**src/sv/sdi_pkg.sv**
```systemverilog
// -----------------------------------------------------------------------------
// SD card SPI init sequencer package
// Shared types and constants for the sequencer and its step logic.
// -----------------------------------------------------------------------------
package sdi_pkg;

  typedef enum logic [1:0] {
    OP_START = 2'd0,
    OP_BYTE  = 2'd1,
    OP_TICK  = 2'd2,
    OP_NONE  = 2'd3
  } op_e;

  localparam logic [1:0] CFG_BLOCK_LENGTH = 2'd0;
  localparam logic [1:0] CFG_READY_TMO    = 2'd1;
  localparam logic [1:0] CFG_INIT_TMO     = 2'd2;

  localparam logic [3:0] PH_IDLE     = 4'd0;
  localparam logic [3:0] PH_WAKE     = 4'd1;
  localparam logic [3:0] PH_CMD0     = 4'd2;
  localparam logic [3:0] PH_CMD8     = 4'd3;
  localparam logic [3:0] PH_R7       = 4'd4;
  localparam logic [3:0] PH_HCS_LOOP = 4'd5;
  localparam logic [3:0] PH_CMD58    = 4'd6;
  localparam logic [3:0] PH_OCR      = 4'd7;
  localparam logic [3:0] PH_PROBE    = 4'd8;
  localparam logic [3:0] PH_OP_LOOP  = 4'd9;
  localparam logic [3:0] PH_CMD16    = 4'd10;
  localparam logic [3:0] PH_FINAL    = 4'd11;
  localparam logic [3:0] PH_DONE     = 4'd12;

  localparam logic [2:0] LK_NONE     = 3'd0;
  localparam logic [2:0] LK_DESEL    = 3'd1;
  localparam logic [2:0] LK_SEL      = 3'd2;
  localparam logic [2:0] LK_READY    = 3'd3;
  localparam logic [2:0] LK_FRAME    = 3'd4;
  localparam logic [2:0] LK_RESP     = 3'd5;
  localparam logic [2:0] LK_FAILDESEL = 3'd6;

  localparam logic [2:0] TYPE_NONE = 3'd0;
  localparam logic [2:0] TYPE_MMC  = 3'd1;
  localparam logic [2:0] TYPE_SDV1 = 3'd2;
  localparam logic [2:0] TYPE_SDV2 = 3'd3;
  localparam logic [2:0] TYPE_SDHC = 3'd4;

  localparam logic [5:0] CMD_GO_IDLE  = 6'd0;
  localparam logic [5:0] CMD_SEND_OP  = 6'd1;
  localparam logic [5:0] CMD_IF_COND  = 6'd8;
  localparam logic [5:0] CMD_BLOCKLEN = 6'd16;
  localparam logic [5:0] CMD_APP_OP   = 6'd41;
  localparam logic [5:0] CMD_APP      = 6'd55;
  localparam logic [5:0] CMD_READ_OCR = 6'd58;

  localparam logic [7:0] CRC_CMD0  = 8'h95;
  localparam logic [7:0] CRC_CMD8  = 8'h87;
  localparam logic [7:0] CRC_OTHER = 8'h01;
  localparam logic [31:0] ARG_IF_COND = 32'h0000_01AA;
  localparam logic [31:0] ARG_HCS     = 32'h4000_0000;

  // Sequencer state carried between byte transactions.
  typedef struct packed {
    logic [3:0]  phase;
    logic [2:0]  link;
    logic [3:0]  byte_index;
    logic [3:0]  poll_count;
    logic [15:0] elapsed_ms;
    logic [15:0] ready_ms;
    logic [5:0]  cmd_code;
    logic [31:0] cmd_arg;
    logic        app_pending;
    logic [7:0]  resp_byte;
    logic [31:0] cond_bytes;
    logic [2:0]  trial_type;
    logic [2:0]  det_type;
    logic        uninit;
    logic        legacy_op;
  } seq_state_t;

  // One result transaction.
  typedef struct packed {
    logic       valid;
    logic [7:0] tx_byte;
    logic       cs_low;
    logic       finished;
    logic [2:0] card_type;
    logic       not_init;
  } seq_result_t;

endpackage

```
**src/sv/sdi_step.sv**
```systemverilog
// -----------------------------------------------------------------------------
// SD card SPI init step logic
// Computes the next sequencer state and the result of one input transaction.
// -----------------------------------------------------------------------------
module sdi_step #(
  parameter int unsigned RESPONSE_POLL_BYTES = 10,
  parameter int unsigned WAKE_DUMMY_BYTES    = 10
) (
  input  sdi_pkg::seq_state_t  state_i,
  input  logic [1:0]           operation_i,
  input  logic [7:0]           rx_byte_i,
  input  logic [12:0]          block_length_i,
  input  logic [15:0]          ready_tmo_i,
  input  logic [15:0]          init_tmo_i,
  output sdi_pkg::seq_state_t  state_o,
  output sdi_pkg::seq_result_t result_o
);
  import sdi_pkg::*;

  localparam logic [3:0] PollMax = 4'(RESPONSE_POLL_BYTES);
  localparam logic [3:0] WakeMax = 4'(WAKE_DUMMY_BYTES);

  seq_state_t s;
  logic       in_time;
  logic [5:0] fr_code;
  logic [31:0] fr_arg;
  logic [7:0] fr_byte;
  logic [31:0] cond_next;
  logic       ready_ok;
  logic       ready_wait;
  logic       resp_done;
  logic [7:0] resp_val;
  logic       use_stage;
  logic       use_restart;
  logic       stage_finish;
  logic [2:0] stage_type;

  // Frame byte for the current index.
  always_comb begin
    fr_code = state_i.app_pending ? CMD_APP : state_i.cmd_code;
    fr_arg  = state_i.app_pending ? 32'd0 : state_i.cmd_arg;
    unique case (state_i.link == LK_READY ? 4'd0 : state_i.byte_index)
      4'd0:    fr_byte = {2'b01, fr_code};
      4'd1:    fr_byte = fr_arg[31:24];
      4'd2:    fr_byte = fr_arg[23:16];
      4'd3:    fr_byte = fr_arg[15:8];
      4'd4:    fr_byte = fr_arg[7:0];
      default: begin
        if (fr_code == CMD_GO_IDLE)      fr_byte = CRC_CMD0;
        else if (fr_code == CMD_IF_COND) fr_byte = CRC_CMD8;
        else                             fr_byte = CRC_OTHER;
      end
    endcase
  end

  assign in_time    = state_i.elapsed_ms < init_tmo_i;
  assign cond_next  = {state_i.cond_bytes[23:0], rx_byte_i};
  assign ready_ok   = (rx_byte_i == 8'hFF) && (state_i.ready_ms <= ready_tmo_i);
  assign ready_wait = (rx_byte_i != 8'hFF) && (state_i.ready_ms < ready_tmo_i);

  // Main transition.
  always_comb begin
    s = state_i;
    result_o = '0;
    result_o.card_type = state_i.det_type;
    result_o.not_init  = state_i.uninit;
    resp_done = 1'b0;
    resp_val  = 8'hFF;
    use_stage = 1'b0;
    use_restart = 1'b0;
    stage_finish = 1'b0;
    stage_type = TYPE_NONE;

    unique case (operation_i)
      OP_TICK: begin
        if (s.elapsed_ms != 16'hFFFF) s.elapsed_ms = s.elapsed_ms + 16'd1;
        if (s.ready_ms != 16'hFFFF) s.ready_ms = s.ready_ms + 16'd1;
      end
      OP_START: begin
        s.phase = PH_WAKE;
        s.link = LK_NONE;
        s.byte_index = 4'd1;
        s.poll_count = 4'd0;
        s.elapsed_ms = '0;
        s.ready_ms = '0;
        s.app_pending = 1'b0;
        s.cond_bytes = '0;
        s.trial_type = TYPE_NONE;
        s.legacy_op = 1'b0;
        result_o.valid = 1'b1;
        result_o.tx_byte = 8'hFF;
      end
      OP_BYTE: begin
        if (state_i.phase != PH_IDLE && state_i.phase != PH_DONE) begin
          result_o.valid = 1'b1;
          result_o.tx_byte = 8'hFF;
          priority case (1'b1)
            state_i.phase == PH_WAKE: begin
              if (state_i.byte_index < WakeMax) begin
                s.byte_index = state_i.byte_index + 4'd1;
              end else begin
                s.phase = PH_CMD0;
                s.cmd_code = CMD_GO_IDLE;
                s.cmd_arg = '0;
                s.app_pending = 1'b0;
                s.link = LK_DESEL;
              end
            end
            state_i.phase == PH_R7 || state_i.phase == PH_OCR: begin
              s.cond_bytes = cond_next;
              s.byte_index = state_i.byte_index + 4'd1;
              if (s.byte_index < 4'd4) begin
                result_o.cs_low = 1'b1;
              end else if (state_i.phase == PH_OCR) begin
                stage_finish = 1'b1;
                stage_type = cond_next[30] ? TYPE_SDHC : TYPE_SDV2;
              end else if (cond_next[15:0] == 16'h01AA) begin
                // The loop timer restarts at zero, so only a zero limit ends it at once.
                s.elapsed_ms = '0;
                s.phase = PH_HCS_LOOP;
                if (init_tmo_i != 16'd0) begin
                  s.cmd_code = CMD_APP_OP; s.cmd_arg = ARG_HCS;
                  s.app_pending = 1'b1; s.link = LK_DESEL;
                end else begin
                  stage_finish = 1'b1;
                end
              end else begin
                stage_finish = 1'b1;
              end
            end
            state_i.phase == PH_FINAL: begin
              s.det_type = state_i.trial_type;
              s.uninit = (state_i.trial_type == TYPE_NONE);
              s.phase = PH_DONE;
              result_o.tx_byte = 8'h00;
              result_o.finished = 1'b1;
              result_o.card_type = state_i.trial_type;
              result_o.not_init = (state_i.trial_type == TYPE_NONE);
            end
            default: begin
              unique case (state_i.link)
                LK_DESEL: begin
                  s.link = LK_SEL;
                  result_o.cs_low = 1'b1;
                end
                LK_SEL: begin
                  s.link = LK_READY;
                  s.ready_ms = '0;
                  result_o.cs_low = 1'b1;
                end
                LK_READY: begin
                  if (ready_ok) begin
                    s.link = LK_FRAME;
                    s.byte_index = 4'd1;
                    result_o.tx_byte = fr_byte;
                    result_o.cs_low = 1'b1;
                  end else if (ready_wait) begin
                    result_o.cs_low = 1'b1;
                  end else begin
                    s.link = LK_FAILDESEL;
                  end
                end
                LK_FRAME: begin
                  result_o.cs_low = 1'b1;
                  if (state_i.byte_index < 4'd6) begin
                    result_o.tx_byte = fr_byte;
                    s.byte_index = state_i.byte_index + 4'd1;
                  end else begin
                    s.link = LK_RESP;
                    s.poll_count = 4'd1;
                  end
                end
                LK_RESP: begin
                  if (rx_byte_i[7] && state_i.poll_count < PollMax) begin
                    s.poll_count = state_i.poll_count + 4'd1;
                    result_o.cs_low = 1'b1;
                  end else begin
                    resp_done = 1'b1;
                    resp_val = rx_byte_i;
                  end
                end
                LK_FAILDESEL: begin
                  resp_done = 1'b1;
                end
                default: stage_finish = 1'b1;
              endcase
            end
          endcase

          // Command response handling.
          if (resp_done) begin
            s.resp_byte = resp_val;
            if (state_i.app_pending && resp_val <= 8'd1) begin
              s.app_pending = 1'b0;
              use_restart = 1'b1;
            end else begin
              use_stage = 1'b1;
            end
          end
          if (use_restart) begin
            s.link = LK_DESEL;
          end
          if (use_stage) begin
            s.link = LK_NONE;
            unique case (state_i.phase)
              PH_CMD0: begin
                if (resp_val == 8'd1) begin
                  s.phase = PH_CMD8; s.cmd_code = CMD_IF_COND; s.cmd_arg = ARG_IF_COND;
                  s.app_pending = 1'b0; s.link = LK_DESEL;
                end else stage_finish = 1'b1;
              end
              PH_CMD8: begin
                if (resp_val == 8'd1) begin
                  s.phase = PH_R7; s.byte_index = 4'd0; s.cond_bytes = '0;
                  result_o.cs_low = 1'b1;
                end else begin
                  s.phase = PH_PROBE; s.cmd_code = CMD_APP_OP; s.cmd_arg = '0;
                  s.app_pending = 1'b1; s.link = LK_DESEL;
                end
              end
              PH_HCS_LOOP: begin
                if (resp_val != 8'd0) begin
                  if (in_time) begin
                    s.cmd_code = CMD_APP_OP; s.cmd_arg = ARG_HCS;
                    s.app_pending = 1'b1; s.link = LK_DESEL;
                  end else stage_finish = 1'b1;
                end else if (in_time) begin
                  s.phase = PH_CMD58; s.cmd_code = CMD_READ_OCR; s.cmd_arg = '0;
                  s.app_pending = 1'b0; s.link = LK_DESEL;
                end else stage_finish = 1'b1;
              end
              PH_CMD58: begin
                if (resp_val == 8'd0) begin
                  s.phase = PH_OCR; s.byte_index = 4'd0; s.cond_bytes = '0;
                  result_o.cs_low = 1'b1;
                end else stage_finish = 1'b1;
              end
              PH_PROBE: begin
                // Probe decides SDv1 versus MMC; the timer restarts at zero.
                s.trial_type = (resp_val <= 8'd1) ? TYPE_SDV1 : TYPE_MMC;
                s.legacy_op = (resp_val > 8'd1);
                s.elapsed_ms = '0;
                s.phase = PH_OP_LOOP;
                if (init_tmo_i != 16'd0) begin
                  s.cmd_code = s.legacy_op ? CMD_SEND_OP : CMD_APP_OP;
                  s.cmd_arg = '0; s.app_pending = !s.legacy_op; s.link = LK_DESEL;
                end else begin
                  stage_finish = 1'b1;
                end
              end
              PH_OP_LOOP: begin
                if (resp_val != 8'd0) begin
                  if (in_time) begin
                    s.cmd_code = state_i.legacy_op ? CMD_SEND_OP : CMD_APP_OP;
                    s.cmd_arg = '0; s.app_pending = !state_i.legacy_op;
                    s.link = LK_DESEL;
                  end else stage_finish = 1'b1;
                end else if (in_time) begin
                  s.phase = PH_CMD16; s.cmd_code = CMD_BLOCKLEN;
                  s.cmd_arg = {19'd0, block_length_i};
                  s.app_pending = 1'b0; s.link = LK_DESEL;
                end else stage_finish = 1'b1;
              end
              PH_CMD16: begin
                stage_finish = 1'b1;
                stage_type = (resp_val == 8'd0) ? state_i.trial_type : TYPE_NONE;
              end
              default: stage_finish = 1'b1;
            endcase
          end

          // Leave for the final deselect byte.
          if (stage_finish) begin
            s.trial_type = stage_type;
            s.phase = PH_FINAL;
            s.link = LK_NONE;
            result_o.tx_byte = 8'hFF;
            result_o.cs_low = 1'b0;
          end
        end
      end
      default: ;
    endcase
    state_o = s;
  end

endmodule

```
**src/sv/sd_spi_card_init_sequencer_top.sv**
```systemverilog
// -----------------------------------------------------------------------------
// SD card SPI-mode init sequencer, top level
// Drives the byte-level bring-up of an SD or MMC card over SPI.
// -----------------------------------------------------------------------------
// Usage: the input channel carries an operation (start, byte received,
// millisecond tick) and the byte last clocked in from the card. Each start
// and each byte received while a sequence runs yields one result transaction
// with the next byte to exchange, the chip-select level, and on the last one
// the finished flag with the detected card type. Ticks and stray bytes give
// no result.
// An accepted transaction is worked out in the cycle of acceptance and its
// result sits in the output register on the next cycle.
// Throughput is one transaction per cycle while the result register drains,
// set by the single state update. Input is taken only if that register is
// empty or being drained in the same cycle; while the receiver stalls on a
// held result, it holds, and ticks and stray bytes wait as well.
// Reset puts the block idle with card type none, not initialized, and the
// registers at block length 512, ready timeout 500 ms, init timeout 1000 ms.
// -----------------------------------------------------------------------------
module sd_spi_card_init_sequencer_top #(
  parameter int unsigned RESPONSE_POLL_BYTES = 10,
  parameter int unsigned WAKE_DUMMY_BYTES    = 10
) (
  input  logic        clk_i,
  input  logic        rst_ni,
  input  logic        cfg_we_i,
  input  logic [1:0]  cfg_index_i,
  input  logic [15:0] cfg_data_i,
  input  logic        in_valid_i,
  output logic        in_stall_o,
  input  logic [1:0]  operation_i,
  input  logic [7:0]  rx_byte_i,
  output logic        out_valid_o,
  input  logic        out_stall_i,
  output logic [7:0]  tx_byte_o,
  output logic        chip_select_low_o,
  output logic        finished_o,
  output logic [2:0]  card_type_o,
  output logic        not_initialized_o
);
  import sdi_pkg::*;

  // Sequencer state after reset: idle, response all ones, not initialized.
  localparam seq_state_t StateReset = '{resp_byte: 8'hFF, uninit: 1'b1, default: '0};

  seq_state_t  state_q, state_d;
  seq_result_t res_q, res_c;
  logic [12:0] block_length_q;
  logic [15:0] ready_tmo_q, init_tmo_q;
  logic        out_free;
  logic        accept;

  sdi_step #(
    .RESPONSE_POLL_BYTES(RESPONSE_POLL_BYTES),
    .WAKE_DUMMY_BYTES   (WAKE_DUMMY_BYTES)
  ) u_step (
    .state_i       (state_q),
    .operation_i   (operation_i),
    .rx_byte_i     (rx_byte_i),
    .block_length_i(block_length_q),
    .ready_tmo_i   (ready_tmo_q),
    .init_tmo_i    (init_tmo_q),
    .state_o       (state_d),
    .result_o      (res_c)
  );

  // Stall the input only when a result would collide with a held one.
  assign out_free   = !res_q.valid || !out_stall_i;
  assign in_stall_o = !out_free;
  assign accept     = in_valid_i && out_free;

  // Configuration registers.
  always_ff @(posedge clk_i or negedge rst_ni) begin
    if (!rst_ni) begin
      block_length_q <= 13'd512;
      ready_tmo_q <= 16'd500;
      init_tmo_q <= 16'd1000;
    end else if (cfg_we_i) begin
      unique case (cfg_index_i)
        CFG_BLOCK_LENGTH: block_length_q <= cfg_data_i[12:0];
        CFG_READY_TMO:    ready_tmo_q <= cfg_data_i;
        CFG_INIT_TMO:     init_tmo_q <= cfg_data_i;
        default: ;
      endcase
    end
  end

  // Sequencer state and result register.
  always_ff @(posedge clk_i or negedge rst_ni) begin
    if (!rst_ni) begin
      state_q <= StateReset;
      res_q <= '0;
    end else begin
      if (accept) state_q <= state_d;
      if (accept) res_q <= res_c;
      else if (!out_stall_i) res_q.valid <= 1'b0;
    end
  end

  assign out_valid_o       = res_q.valid;
  assign tx_byte_o         = res_q.tx_byte;
  assign chip_select_low_o = res_q.cs_low;
  assign finished_o        = res_q.finished;
  assign card_type_o       = res_q.card_type;
  assign not_initialized_o = res_q.not_init;

endmodule

```
**config.mk**
```make
export PLATFORM = sky130hd
export DESIGN_NAME = sd_spi_card_init_sequencer_top
export DESIGN_NICKNAME = d
export VERILOG_FILES = /design/src/sv/sdi_pkg.sv /design/src/sv/sdi_step.sv /design/src/sv/sd_spi_card_init_sequencer_top.sv
export SDC_FILE = /design/constraint.sdc
export NUM_CORES = 1
export LEC_CHECK = 0
export ABC_AREA = 1
export BUFFER_PORTS_ARGS = -buffer_cell sky130_fd_sc_hd__buf_2
export CORE_MARGIN = 5
export CORE_UTILIZATION = 40
export DETAILED_ROUTE_END_ITERATION = 10
export REMOVE_ABC_BUFFERS = 1
export SETUP_SLACK_MARGIN = 0.2
export SYNTH_ARGS = -nofsm -noshare
export SYNTH_HDL_FRONTEND = slang
export SYNTH_SLANG_ARGS = --single-unit
```
**constraint.sdc**
```tcl
create_clock -name clk_i -period 3.1 [get_ports clk_i]
set_clock_uncertainty 0.1 [all_clocks]
set_input_delay 0.465 -clock clk_i [delete_from_list [all_inputs] [get_ports clk_i]]
set_output_delay 0.465 -clock clk_i [all_outputs]
set_load 0.02 [all_outputs]
```
==> flow_summary.toml <==
[synthesis]
synth_area_leaders = "dfrtp_1, nand2_1, inv_1"
synthCells = 1449
synth_top_area_cell = "dfrtp_1"
synth-seq-area-share = 0.401
synth_top_area_share = 0.365
ys.flop_type = "dfrtp_1"
ys_seq_elements = 164
synthDistinctLibCells = 50
syn_area_um2 = 10300
avgSynthCellArea_um2 = 7.09
synth_edf_count = 0
ys_warn_count = 0
synthArstFlopShare = 1.00

[setup_path]
worst_ep_arrival_time_ns = 2.99
worstPathRequired_ns = 3.35
start_kind = "flop"
slowest_stage = "dfrtp_1"
r2r_cells = 15
critPathKind = "reg2reg"
cp_common_cell = "inv_2"
end_kind = "flop"
r2r_end = "state_q[118]$_DFFE_PN0P_"
crit_chain = "inv_2 -> nand2_2 -> inv_1 -> nand2_2 -> nand3_4 -> nor2_8 -> nand2_4 -> nand2_4 -> inv_2 -> nand2_1 -> nand3_2 -> inv_2 -> nor2_4 -> buf_4 -> o22ai_1"
crit_buf_inv = 5
reg2reg_slack_ns = 0.36
cp_max_fo = 7
slowest_delay_ns = 0.50
cp_top_family = "simple AND/OR/NAND/NOR gates"
r2r-start = "state_q[131]$_DFFE_PN0P_"
worst-path-stages = 15

[sta]
max_freq_mhz = 364
rsz0062_at_grt = "true"
tns_ns = 0
slew_headroom = 0.386
post-route-period-util = 0.885
setup_viol = 0
worst_pin_slew_ns = 0.918
period_minus_slack_ns = 2.74
drv_slew = 0
hold_violations = 0

[floorplanning]
die-area_um2 = 29000
die_x_um = 170
initial_core_util = 0.407
coreArea_um2 = 25300
pin_count = 49
die_y_um = 170
std_cell_rows = 58

[routing]
antenna_left = 0
drc = 0
wl_per_cell_um = 15.8
viasPerCell = 5.25
dr_total_vias = 9753
drt_iter0_markers = 880
dr.pass1.iters = 5
drt_wl_total_mm = 29.3

[pwr]
p_int_w = 0.00478
leakagePower_nw = 5.93
p_total_w = 0.00813
irDropWorstVdd_mv = 0.357
power_density_nw_per_um2 = 697
power.combinational.fraction = 0.371
p_sw_frac = 0.412
p_seq_frac = 0.370
clkPwrFrac = 0.258
power_switching_w = 0.00335

[clocking]
cts_sinks = 164
cts_tree = "done"
clk_path_buf_depth = 2
clk_latency_ns = 0.43
numCtsBuffers = 17
clk_pin_slew_worst_paths_ns = 0.07
htree_levels = 4
cts-root-buf = "clkbuf_16"

[cells_and_area]
final_layout_size_suffix_gt1_frac = 0.122
most-common-layout-cells = "nand2_1, inv_1, dfrtp_1"
final_common_cell = "nand2_1"
fillers = 2628
syn_to_final_growth_pct = 13.6
n_antenna_cell = 0
num-nets-final = 1584

[outcome]
status = "finished, final reports clean"

[placed_design]
io_buffers = 48
hpwl_mm = 22.3
gp_congestion = 0.973

[worst_hold_path]
min_path_cells = 3
hold_path_startpoint = "out_stall_i"
whs_endpoint = "out_valid_o$_DFFE_PN0P_"
hold_path.class = "in2reg"

[global_route]
grt_pass1_wl_mm = 49.3
grt_max_degree = 62
grt_use_total = 0.209
grt_pass1_vias = 9563
antenna_found_initial = 0
grt_overflow = 0

[job]
cap_violations = 0
==> how the worst max path moves through the flow <==
| stage | start | end | slack, ns |
|---|---|---|---|
| 4_1_cts | state_q[131]$_DFFE_PN0P_ | state_q[114]$_DFFE_PN0P_ | 0.34 |
| 6_report | state_q[131]$_DFFE_PN0P_ | state_q[118]$_DFFE_PN0P_ | 0.36 |
| 5_1_grt | state_q[132]$_DFFE_PN0P_ | state_q[56]$_DFFE_PN0P_ | 0.19 |
| 3_3_place_gp | state_q[131]$_DFFE_PN0P_ | state_q[113]$_DFFE_PN0P_ | 0.31 |
| 2_1_floorplan | operation_i[0] | state_q[58]$_DFFE_PN0P_ | -0.12 |
| 3_5_place_dp | rx_byte_i[3] | state_q[61]$_DFFE_PN0P_ | 0.34 |
==> state kept, by name, indices dropped and copies added, names as in the netlist, 3 cells and up <==
| name | count |
|---|---|
| ready_tmo_q | 16 |
| card_type_o | 3 |
| init_tmo_q | 16 |
| block_length_q | 13 |
| state_q | 104 |
| tx_byte_o | 8 |
==> cell usage after synthesis (23+ instances only) <==
cell type  instances
a21oi_1           67
o21ai_0          138
dfrtp_1          150
ha_1              35
inv_1            190
nor2_1           139
nand4_1           28
o22ai_1           23
clkbuf_1          26
nand2_1          385
nor3_1            27
nand3_1           92
==> worst register-to-register path, stage by stage, from the launching register on <==
cell and delay, ns:
dfrtp_1 0.50, inv_2 0.10, nand2_2 0.12, inv_1 0.06, nand2_2 0.13, nand3_4 0.18
nor2_8 0.19, nand2_4 0.11, nand2_4 0.17, inv_2 0.11, nand2_1 0.12, nand3_2 0.15
inv_2 0.23, nor2_4 0.10, buf_4 0.14, o22ai_1 0.14
==> what timing repair did <==
item	4_1_cts	5_1_grt
hold endpoints to repair	55	0
resized for setup	0	7
setup endpoints to repair	0	37
hold buffers	1	0
buffers inserted	0	3
==> cell type report <==
class,count,area (um^2),area share
Clock buffer,19,443,0.0380
Clock inverter,13,125,0.0107
Inverter,210,788,0.0675
Multi-Input combinational cell,1040,5240,0.449
Sequential cell,164,4120,0.353
Tap cell,330,413,0.0354
Timing Repair Buffer,83,541,0.0463
==> power groups by stage <==
stage	registers [W]	clock network (W)	logic [W]
after floorplan	0.00296	0	0.00210
after global placement	0.00303	0	0.00295
after detailed placement	0.00304	0	0.00297
after CTS	0.00301	0.00215	0.00298
after global routing	0.00307	0.00224	0.00344
final	0.00301	0.00210	0.00302
==> routing by layer <==
layer  GRT usage  wire length, um  vias up
met5           0                0        -
met4      0.0684              738        0
met3      0.0348             1550       53
met2       0.332            13200      283
met1       0.293            13800     4556
li1            -                -     4861
==> per-stage QoR <==
step	setup slack, ns	cell area [um^2]	hold WS [ns]	utilization	std cells
3_5_place_dp	0.342	11000	0.362	0.437	1823
3_3_place_gp	0.306	11000	0.359	0.437	1823
6_report	0.356	11700	0.177	0.462	1859
2_1_floorplan	-0.124	10100	0.0694	-	1414
5_1_grt	0.185	11700	0.182	0.462	1859
4_1_cts	0.337	11600	0.169	0.460	1856
==> cells by family (layout without fill, tap and decap cells) <==
family	count (synthesis)	after routing	share of synthesized area
buf+inv	245	325	0.0909
fa+ha+maj	35	35	0.0426
simple gates	719	719	0.308
mux	1	1	0.00110
flops	164	164	0.401
xor+xnor	16	16	0.0136
compound gates	269	269	0.143
Note: power is estimated with default switching activity, not from simulation.
